**src/rtl/mrpt_pkg.sv**
```systemverilog
// Shared constants, types and the witness base table for the primality tester.
package mrpt_pkg;

  localparam int DEFAULT_WIDTH = 16;
  localparam int NUM_BASES     = 12;
  localparam int BASE_W        = 6;
  localparam int BIDX_W        = 4;

  // Commands from the controller to the datapath
  typedef enum logic [2:0] {
    CMD_NONE,
    CMD_LOAD,
    CMD_SHIFT_D,
    CMD_INIT_BASE,
    CMD_MUL_R,
    CMD_MUL_A,
    CMD_SQR_X
  } cmd_t;

  typedef struct packed {
    cmd_t              cmd;
    logic [BIDX_W-1:0] base_idx;
  } ctrl_t;

  typedef struct packed {
    logic lt2;
    logic is2;
    logic even;
    logic d_even;
    logic e_zero;
    logic e_lsb;
    logic x_one;
    logic x_nm1;
    logic s_done;
    logic base_ge_n;
    logic mul_busy;
  } stat_t;

  function automatic logic [BASE_W-1:0] base_of(input logic [BIDX_W-1:0] idx);
    logic [BASE_W-1:0] b;
    case (idx)
      4'd0:    b = 6'd2;
      4'd1:    b = 6'd3;
      4'd2:    b = 6'd5;
      4'd3:    b = 6'd7;
      4'd4:    b = 6'd11;
      4'd5:    b = 6'd13;
      4'd6:    b = 6'd17;
      4'd7:    b = 6'd19;
      4'd8:    b = 6'd23;
      4'd9:    b = 6'd29;
      4'd10:   b = 6'd31;
      4'd11:   b = 6'd37;
      default: b = 6'd63;
    endcase
    return b;
  endfunction

endpackage

```
**src/rtl/miller_rabin_primality_test_top.sv**
```systemverilog
// Work per request: up to 12 bases x (2*WIDTH-s-1) modular multiplies, all on the
// bit-serial multiplier that every step shares.
// Throughput: one request at a time; the next is taken once the previous result has gone.
// Candidates below two, even ones and two itself are settled in S_CHECK without any multiply.
// Synchronous active-high reset clears the controller and the result valid flag.
module miller_rabin_primality_test_top #(
  parameter int WIDTH = mrpt_pkg::DEFAULT_WIDTH
) (
  input  logic             clk,
  input  logic             rst,
  input  logic             in_valid,
  output logic             in_stall,
  input  logic [WIDTH-1:0] candidate,
  output logic             out_valid,
  input  logic             out_stall,
  output logic             is_prime
);
  import mrpt_pkg::*;

  ctrl_t ctrl;
  stat_t stat;

  mrpt_ctrl u_ctrl (
    .clk       (clk),
    .rst       (rst),
    .in_valid  (in_valid),
    .in_stall  (in_stall),
    .out_valid (out_valid),
    .out_stall (out_stall),
    .is_prime  (is_prime),
    .ctrl      (ctrl),
    .stat      (stat)
  );

  mrpt_datapath #(.WIDTH(WIDTH)) u_dp (
    .clk     (clk),
    .rst     (rst),
    .cand_in (candidate),
    .ctrl    (ctrl),
    .stat    (stat)
  );

  // A stalled result must hold
  a_out_hold: assert property (@(posedge clk) disable iff (rst)
    out_valid && out_stall |=> out_valid && $stable(is_prime))
    else $error("result dropped while stalled");

  // No request is taken while a result waits
  a_no_accept_busy: assert property (@(posedge clk) disable iff (rst)
    out_valid && out_stall |-> in_stall)
    else $error("request accepted while result stalled");

  // A load only happens on an accepted request
  a_load: assert property (@(posedge clk) disable iff (rst)
    ctrl.cmd == CMD_LOAD |-> in_valid && !in_stall)
    else $error("load without request");

endmodule

```
**src/rtl/mrpt_mulmod.sv**
```systemverilog
// Sequential modular multiplier: add-and-double over the bits of one operand.
module mrpt_mulmod #(
  parameter int WIDTH = mrpt_pkg::DEFAULT_WIDTH
) (
  input  logic             clk,
  input  logic             rst,
  input  logic             start,
  input  logic [WIDTH-1:0] a,
  input  logic [WIDTH-1:0] b,
  input  logic [WIDTH-1:0] n,
  output logic             busy,
  output logic             done,
  output logic [WIDTH-1:0] p
);
  import mrpt_pkg::*;

  localparam int CW = $clog2(WIDTH + 1);

  logic [WIDTH-1:0] acc;
  logic [WIDTH-1:0] mb;
  logic [WIDTH-1:0] ma;
  logic [WIDTH-1:0] mn;
  logic [CW-1:0]    cnt;

  logic [WIDTH:0]   dbl;
  logic [WIDTH-1:0] dbl_r;
  logic [WIDTH:0]   sum;
  logic [WIDTH-1:0] acc_next;

  // Double the accumulator, reduce, then add a when the current bit is set
  always_comb begin
    dbl   = {acc, 1'b0};
    dbl_r = (dbl >= {1'b0, mn}) ? WIDTH'(dbl - {1'b0, mn}) : dbl[WIDTH-1:0];
    sum   = {1'b0, dbl_r} + {1'b0, ma};
    if (mb[WIDTH-1])
      acc_next = (sum >= {1'b0, mn}) ? WIDTH'(sum - {1'b0, mn}) : sum[WIDTH-1:0];
    else
      acc_next = dbl_r;
  end

  always_ff @(posedge clk) begin
    if (rst) begin
      busy <= 1'b0;
      done <= 1'b0;
      cnt  <= '0;
    end else if (start) begin
      busy <= 1'b1;
      done <= 1'b0;
      acc  <= '0;
      ma   <= a;
      mb   <= b;
      mn   <= n;
      cnt  <= CW'(WIDTH);
    end else if (busy) begin
      acc  <= acc_next;
      mb   <= {mb[WIDTH-2:0], 1'b0};
      cnt  <= cnt - 1'b1;
      done <= (cnt == CW'(1));
      if (cnt == CW'(1))
        busy <= 1'b0;
    end else begin
      done <= 1'b0;
    end
  end

  assign p = acc;

endmodule

```
**src/rtl/mrpt_datapath.sv**
```systemverilog
// Datapath: candidate, d, s, exponent, running values and the shared multiplier.
module mrpt_datapath #(
  parameter int WIDTH = mrpt_pkg::DEFAULT_WIDTH
) (
  input  logic             clk,
  input  logic             rst,
  input  logic [WIDTH-1:0] cand_in,
  input  mrpt_pkg::ctrl_t  ctrl,
  output mrpt_pkg::stat_t  stat
);
  import mrpt_pkg::*;

  localparam int SW = $clog2(WIDTH + 1);

  logic [WIDTH-1:0] n;
  logic [WIDTH-1:0] d;
  logic [SW-1:0]    s;
  logic [SW-1:0]    j;
  logic [WIDTH-1:0] e;
  logic [WIDTH-1:0] r;
  logic [WIDTH-1:0] ab;
  logic [WIDTH-1:0] nm1;

  logic             m_start;
  logic [WIDTH-1:0] m_a;
  logic [WIDTH-1:0] m_b;
  logic             m_busy;
  logic             m_done;
  logic [WIDTH-1:0] m_p;
  logic [WIDTH-1:0] base_w;
  logic [WIDTH:0]   base_x;
  logic [BASE_W-1:0] bval;

  assign nm1    = n - 1'b1;
  assign bval   = base_of(ctrl.base_idx);
  assign base_x = (WIDTH + 1)'(bval);
  assign base_w = base_x[WIDTH-1:0];

  // Pick multiplier operands for the command
  always_comb begin
    m_start = 1'b0;
    m_a     = r;
    m_b     = ab;
    case (ctrl.cmd)
      CMD_MUL_R: begin
        m_start = 1'b1;
      end
      CMD_MUL_A: begin
        m_start = 1'b1;
        m_a     = ab;
      end
      CMD_SQR_X: begin
        m_start = 1'b1;
        m_b     = r;
      end
      default: m_start = 1'b0;
    endcase
  end

  mrpt_mulmod #(.WIDTH(WIDTH)) u_mul (
    .clk   (clk),
    .rst   (rst),
    .start (m_start),
    .a     (m_a),
    .b     (m_b),
    .n     (n),
    .busy  (m_busy),
    .done  (m_done),
    .p     (m_p)
  );

  // Track which register receives the product
  cmd_t pend;

  always_ff @(posedge clk) begin
    if (rst) begin
      pend <= CMD_NONE;
    end else begin
      if (m_start)
        pend <= ctrl.cmd;
      case (ctrl.cmd)
        CMD_LOAD: begin
          n <= cand_in;
          d <= cand_in - 1'b1;
          s <= '0;
        end
        CMD_SHIFT_D: begin
          d <= d >> 1;
          s <= s + 1'b1;
        end
        CMD_INIT_BASE: begin
          e  <= d;
          r  <= WIDTH'(1);
          ab <= base_w;
          j  <= SW'(1);
        end
        CMD_MUL_A: e <= e >> 1;
        CMD_SQR_X: j <= j + 1'b1;
        default: ;
      endcase
      if (m_done) begin
        if (pend == CMD_MUL_A)
          ab <= m_p;
        else
          r <= m_p;
      end
    end
  end

  // Report conditions to the controller
  always_comb begin
    stat.lt2       = (n < WIDTH'(2));
    stat.is2       = (n == WIDTH'(2));
    stat.even      = ~n[0];
    stat.d_even    = ~d[0];
    stat.e_zero    = (e == '0);
    stat.e_lsb     = e[0];
    stat.x_one     = (r == WIDTH'(1));
    stat.x_nm1     = (r == nm1);
    stat.s_done    = (j >= s);
    stat.base_ge_n = (base_x >= {1'b0, n});
    stat.mul_busy  = m_busy | m_done;
  end

endmodule

```
**src/rtl/mrpt_ctrl.sv**
```systemverilog
// Controller: sequences decomposition, bases, exponentiation and squarings.
module mrpt_ctrl (
  input  logic            clk,
  input  logic            rst,
  input  logic            in_valid,
  output logic            in_stall,
  output logic            out_valid,
  input  logic            out_stall,
  output logic            is_prime,
  output mrpt_pkg::ctrl_t ctrl,
  input  mrpt_pkg::stat_t stat
);
  import mrpt_pkg::*;

  typedef enum logic [3:0] {
    S_IDLE, S_CHECK, S_DECOMP, S_BASE, S_INIT, S_EXP,
    S_EXPW, S_SQRW, S_TEST, S_SQR, S_SQRT, S_DONE
  } state_t;

  state_t            state;
  logic [BIDX_W-1:0] bidx;
  logic              pend_a;

  assign in_stall = (state != S_IDLE) || (out_valid && out_stall);

  always_comb begin
    ctrl.base_idx = bidx;
    ctrl.cmd      = CMD_NONE;
    case (state)
      S_IDLE:   if (in_valid && !in_stall) ctrl.cmd = CMD_LOAD;
      S_DECOMP: if (stat.d_even) ctrl.cmd = CMD_SHIFT_D;
      S_INIT:   ctrl.cmd = CMD_INIT_BASE;
      S_EXP: begin
        if (!stat.e_zero && !stat.mul_busy)
          ctrl.cmd = stat.e_lsb ? CMD_MUL_R : CMD_MUL_A;
      end
      S_EXPW:   if (pend_a && !stat.mul_busy) ctrl.cmd = CMD_MUL_A;
      S_SQR:    ctrl.cmd = CMD_SQR_X;
      default:  ctrl.cmd = CMD_NONE;
    endcase
  end

  // Hold state and the result register
  always_ff @(posedge clk) begin
    if (rst) begin
      state     <= S_IDLE;
      out_valid <= 1'b0;
      is_prime  <= 1'b0;
      bidx      <= '0;
      pend_a    <= 1'b0;
    end else begin
      if (out_valid && !out_stall)
        out_valid <= 1'b0;
      case (state)
        S_IDLE: if (in_valid && !in_stall) state <= S_CHECK;
        S_CHECK: begin
          bidx <= '0;
          if (stat.lt2 || (stat.even && !stat.is2)) begin
            is_prime <= 1'b0;
            state    <= S_DONE;
          end else if (stat.is2) begin
            is_prime <= 1'b1;
            state    <= S_DONE;
          end else begin
            state <= S_DECOMP;
          end
        end
        S_DECOMP: if (!stat.d_even) state <= S_BASE;
        S_BASE: begin
          if (bidx == BIDX_W'(NUM_BASES) || stat.base_ge_n) begin
            is_prime <= 1'b1;
            state    <= S_DONE;
          end else begin
            state <= S_INIT;
          end
        end
        S_INIT: state <= S_EXP;
        S_EXP: begin
          if (!stat.mul_busy) begin
            if (stat.e_zero) begin
              state <= S_TEST;
            end else begin
              pend_a <= stat.e_lsb;
              state  <= S_EXPW;
            end
          end
        end
        // Follow a multiply into r with the squaring of the base
        S_EXPW: begin
          if (!stat.mul_busy) begin
            if (pend_a) pend_a <= 1'b0;
            else state <= S_EXP;
          end
        end
        S_TEST: begin
          if (stat.x_one || stat.x_nm1) begin
            bidx  <= bidx + 1'b1;
            state <= S_BASE;
          end else if (stat.s_done) begin
            is_prime <= 1'b0;
            state    <= S_DONE;
          end else begin
            state <= S_SQR;
          end
        end
        S_SQR:  state <= S_SQRW;
        S_SQRW: if (!stat.mul_busy) state <= S_SQRT;
        S_SQRT: begin
          if (stat.x_nm1) begin
            bidx  <= bidx + 1'b1;
            state <= S_BASE;
          end else if (stat.x_one || stat.s_done) begin
            is_prime <= 1'b0;
            state    <= S_DONE;
          end else begin
            state <= S_SQR;
          end
        end
        S_DONE: begin
          if (!out_valid || !out_stall) begin
            out_valid <= 1'b1;
            state     <= S_IDLE;
          end
        end
        default: state <= S_IDLE;
      endcase
    end
  end

endmodule
```
**config.mk**
```make
export PLATFORM = sky130hd
export DESIGN_NAME = miller_rabin_primality_test_top
export DESIGN_NICKNAME = d
export VERILOG_FILES = /design/src/rtl/mrpt_pkg.sv /design/src/rtl/miller_rabin_primality_test_top.sv /design/src/rtl/mrpt_mulmod.sv /design/src/rtl/mrpt_datapath.sv /design/src/rtl/mrpt_ctrl.sv
export SDC_FILE = /design/constraint.sdc
export NUM_CORES = 1
export LEC_CHECK = 0
export ABC_CLOCK_PERIOD_IN_PS = 7310
export CAP_MARGIN = 20
export CORE_UTILIZATION = 35
export DETAILED_ROUTE_END_ITERATION = 12
export DONT_BUFFER_PORTS = 1
export GPL_ROUTABILITY_DRIVEN = 0
export PLACE_DENSITY = 0.58
export SYNTH_ARGS = -nofsm -noshare
export SYNTH_HDL_FRONTEND = slang
export SYNTH_SLANG_ARGS = --single-unit
```
**constraint.sdc**
```tcl
create_clock -name clk -period 7.31 [get_ports clk]
set_input_delay 0.731 -clock clk [delete_from_list [all_inputs] [get_ports clk]]
set_output_delay 0.731 -clock clk [all_outputs]
set_load 0.02 [all_outputs]
```
==> results.cfg <==
[clock_tree]
cts_tree = done
clock-sinks = 181
clk_pin_slew_ns = 0.08
clockRootBuffer = clkbuf_16
cts-htree-levels = 4
clockBufferDepth = 2
clk_latency_ns = 0.44
cts_buffers = 17

[die]
io_pins = 23
rows = 66
fp.dieArea_um2 = 33600
die_h_um = 183
die_x_um = 183
initial_utilization_pct = 35.5
core_area_um2 = 32500

[routing]
route.vias.total = 8690
detail_route.iter0.violations = 640
wl_per_cell_um = 18.3
drt-total-wl_mm = 29.3
first_pass_iters = 5
ant_nets = 0
via_per_inst = 5.41
post-route-drc-count = 0

[layout]
multi_input_area_um2 = 6000
stdcell_count = 1607
regArea_um2 = 5160
syn_to_final_growth_pct = 10.0
stdcell_area_um2 = 12700
drive_gt1_share_pct = 10.8
diodes = 0
final_common_cell = edfxtp_1
num-nets-final = 1247
num-fill-cells = 3199
layout_common_cells = edfxtp_1, nand2_1, a21oi_1

[worst_setup_path]
cp.depth = 29
crit_family = compound AO/OA/AOI/OAI gates
slowest_delay_ns = 0.54
cp_slowest_cell = a2111oi_0
worstPathMaxFanout = 24
arrival_ns = 6.90
worstPathRequired_ns = 7.49
cp-end-kind = flip-flop
crit_buf_inv = 3
start_kind = flip-flop
r2r_cells = 29
worst-setup-path-type = flip-flop to flip-flop
cp_common_cell = ha_1

[timing]
fmax_mhz = 149
worst_pin_slew_ns = 1.08
fin_setup_tns_ns = 0
rsz0062_at_grt = no
drv_slew = 0
fin_crit_ns = 6.71
skew_ns = 0.0139
slew_headroom_pct = 28.1
finalSetupViolations = 0
post-route-period-util_pct = 91.8
hold_violations = 0

[power_and_ir_drop]
power_frac_seq_pct = 37.5
clock_power_share_pct = 24.9
power.leakage_nw = 4.71
powerDensity_nw_per_um2 = 294
ir_worst_vdd_mv = 0.208
combPwrFrac_pct = 37.5
p_switching_w = 0.00141
switching_share_pct = 37.8
p_int_w = 0.00232

[placed_design]
place_area_um2 = 12000
post-place-cells = 1572
io_buffers = 0
dp_hpwl_mm = 21.8

[global_route]
grt_usage_pct = 18.0
grt_pass1_wl_mm = 47.1
antenna_found_initial = 0
grt-ovfl-total = 0
grt_max_degree = 35
grt_pass1_vias = 8550

[outcome]
status = finished clean

[logic_synthesis]
synth_edf_count = 154
syn_nets = 1256
netlist_area_um2 = 11500
ys_seq_elements = 181
ys_warn_count = 0
yosysUniqueCellTypes = 85
ys_async_sr_fraction_pct = 0
yosysSeqAreaShare_pct = 44.9
syn_avg_cell_area_um2 = 9.92
syn_inst = 1161
ys.flop_type = edfxtp_1

[min_path]
whs_path_depth = 1
hold_path_class = input port to flip-flop

[job]
maxCapViolations = 0
flip-flops by register name, indices dropped and copies added (netlist names), 3 cells and up:
signal / cells
u_dp.u_mul.mn: 16
u_dp.ab: 16
u_dp.s: 5
u_dp.r: 16
u_dp.u_mul.mb: 16
u_dp.u_mul.cnt: 5
u_dp.n: 16
u_ctrl.state: 4
u_ctrl.bidx: 4
u_dp.u_mul.ma: 16
u_dp.u_mul.p: 16
u_dp.pend: 3
u_dp.bval: 6
u_dp.d: 16
u_dp.e: 16
u_dp.j: 5
Yosys cell counts, types with 5 or more instances:
cell type    n  area share (%)
o31a_1       5            0.38
a22oi_1     15            0.98
dfxtp_1     27             4.7
o21a_1       8            0.52
nand3_1     42             1.8
nand2_1    153             5.0
nand2b_1    16            0.87
nand4_1      7            0.38
mux2i_1     12             1.0
inv_1       57             1.9
xnor2_1     50             3.8
nor4_1      20             1.1
nor3_1      30             1.3
a2111oi_0    7            0.53
and3_1       8            0.43
edfxtp_1   154              40
a211oi_1    10            0.65
a31oi_1     10            0.54
nor2b_1     11            0.60
o21bai_1     6            0.39
a21o_1      25             1.6
clkbuf_1    37             1.2
nor2_1      75             2.4
a21oi_1     76             3.3
xor2_1      25             1.9
ha_1        72             7.8
mux2_2      34             3.3
or2_2        6            0.33
o21ai_0     68             3.0
path summary, 6_finish.rpt:
path,startpoint,to,slack (ns)
worst max-delay path,u_dp.u_mul.mn[1]$_DFFE_PP_,u_dp.u_mul.p[11]$_SDFFCE_PN0P_,0.60
worst min-delay path,rst,u_ctrl.out_valid$_SDFF_PP0_,0.38
worst max register to register,u_dp.u_mul.mn[1]$_DFFE_PP_,u_dp.u_mul.p[11]$_SDFFCE_PN0P_,0.60
worst min register to register,u_dp.pend[0]$_SDFFE_PP0N_,u_dp.pend[0]$_SDFFE_PP0N_,0.49
layout make-up:
type,instances,share of cell area [%]
tap,442,4.36
sequential,181,40.8
inverter,58,1.72
clock inverter,15,1.30
multi-input combinational,879,47.4
timing repair buffer,15,1.14
clock buffer,17,3.36
metal layers:
layer | vias up | wire, um | GRT usage (%) | part of all wire [%]
met5 | - | 0 | 0 | 0
met4 | 0 | 408 | 4.87 | 1.4
met3 | 25 | 1500 | 2.72 | 5.1
met2 | 239 | 13500 | 29.0 | 46
met1 | 4183 | 14000 | 25.0 | 48
li1 | 4243 | - | - | -
worst reg2reg max path: cells and delay by family (launching register included):
family | cells | cell delay (ns)
buffers and inverters | 3 | 0.72
AO/OA/AOI/OAI | 13 | 3.12
XOR/XNOR | 1 | 0.17
AND/OR/NAND/NOR | 8 | 0.93
flip-flops | 1 | 0.37
adder cells (fa/ha/maj) | 4 | 1.15
power groups by stage:
stage | registers [W] | logic (W) | clock network, W
final | 0.00140 | 0.00140 | 0.000930
after global routing | 0.00141 | 0.00156 | 0.000979
after global placement | 0.00142 | 0.00134 | 0
after detailed placement | 0.00142 | 0.00137 | 0
after CTS | 0.00140 | 0.00137 | 0.000940
after floorplan | 0.00136 | 0.00110 | 0
through the flow:
step	hold slack [ns]	worst slack, ns	util, %	power [W]
final	0.377	0.596	39.0	0.00373
after global routing	0.345	0.00702	39.0	0.00396
after CTS	0.354	0.495	38.9	0.00371
after detailed placement	0.475	0.537	37.1	0.00279
after global placement	0.453	0.666	37.0	0.00276
after floorplan	0.440	1.25	-	0.00246
cells by family after synthesis:
| group | synth area share [%] |
|---|---|
| AND/OR/NAND/NOR | 17.3 |
| flip-flops | 44.9 |
| adder cells (fa/ha/maj) | 8.34 |
| buffers and inverters | 3.38 |
| AO/OA/AOI/OAI | 15.8 |
| XOR/XNOR | 5.85 |
| multiplexers | 4.50 |
repair_timing:
action	CTS	global route
gates resized for setup	0	1
endpoints found under the setup margin	0	12
endpoints found under the hold margin	0	0
setup buffers	0	1
hold buffers	0	0
(Power assumes the default switching activity.)
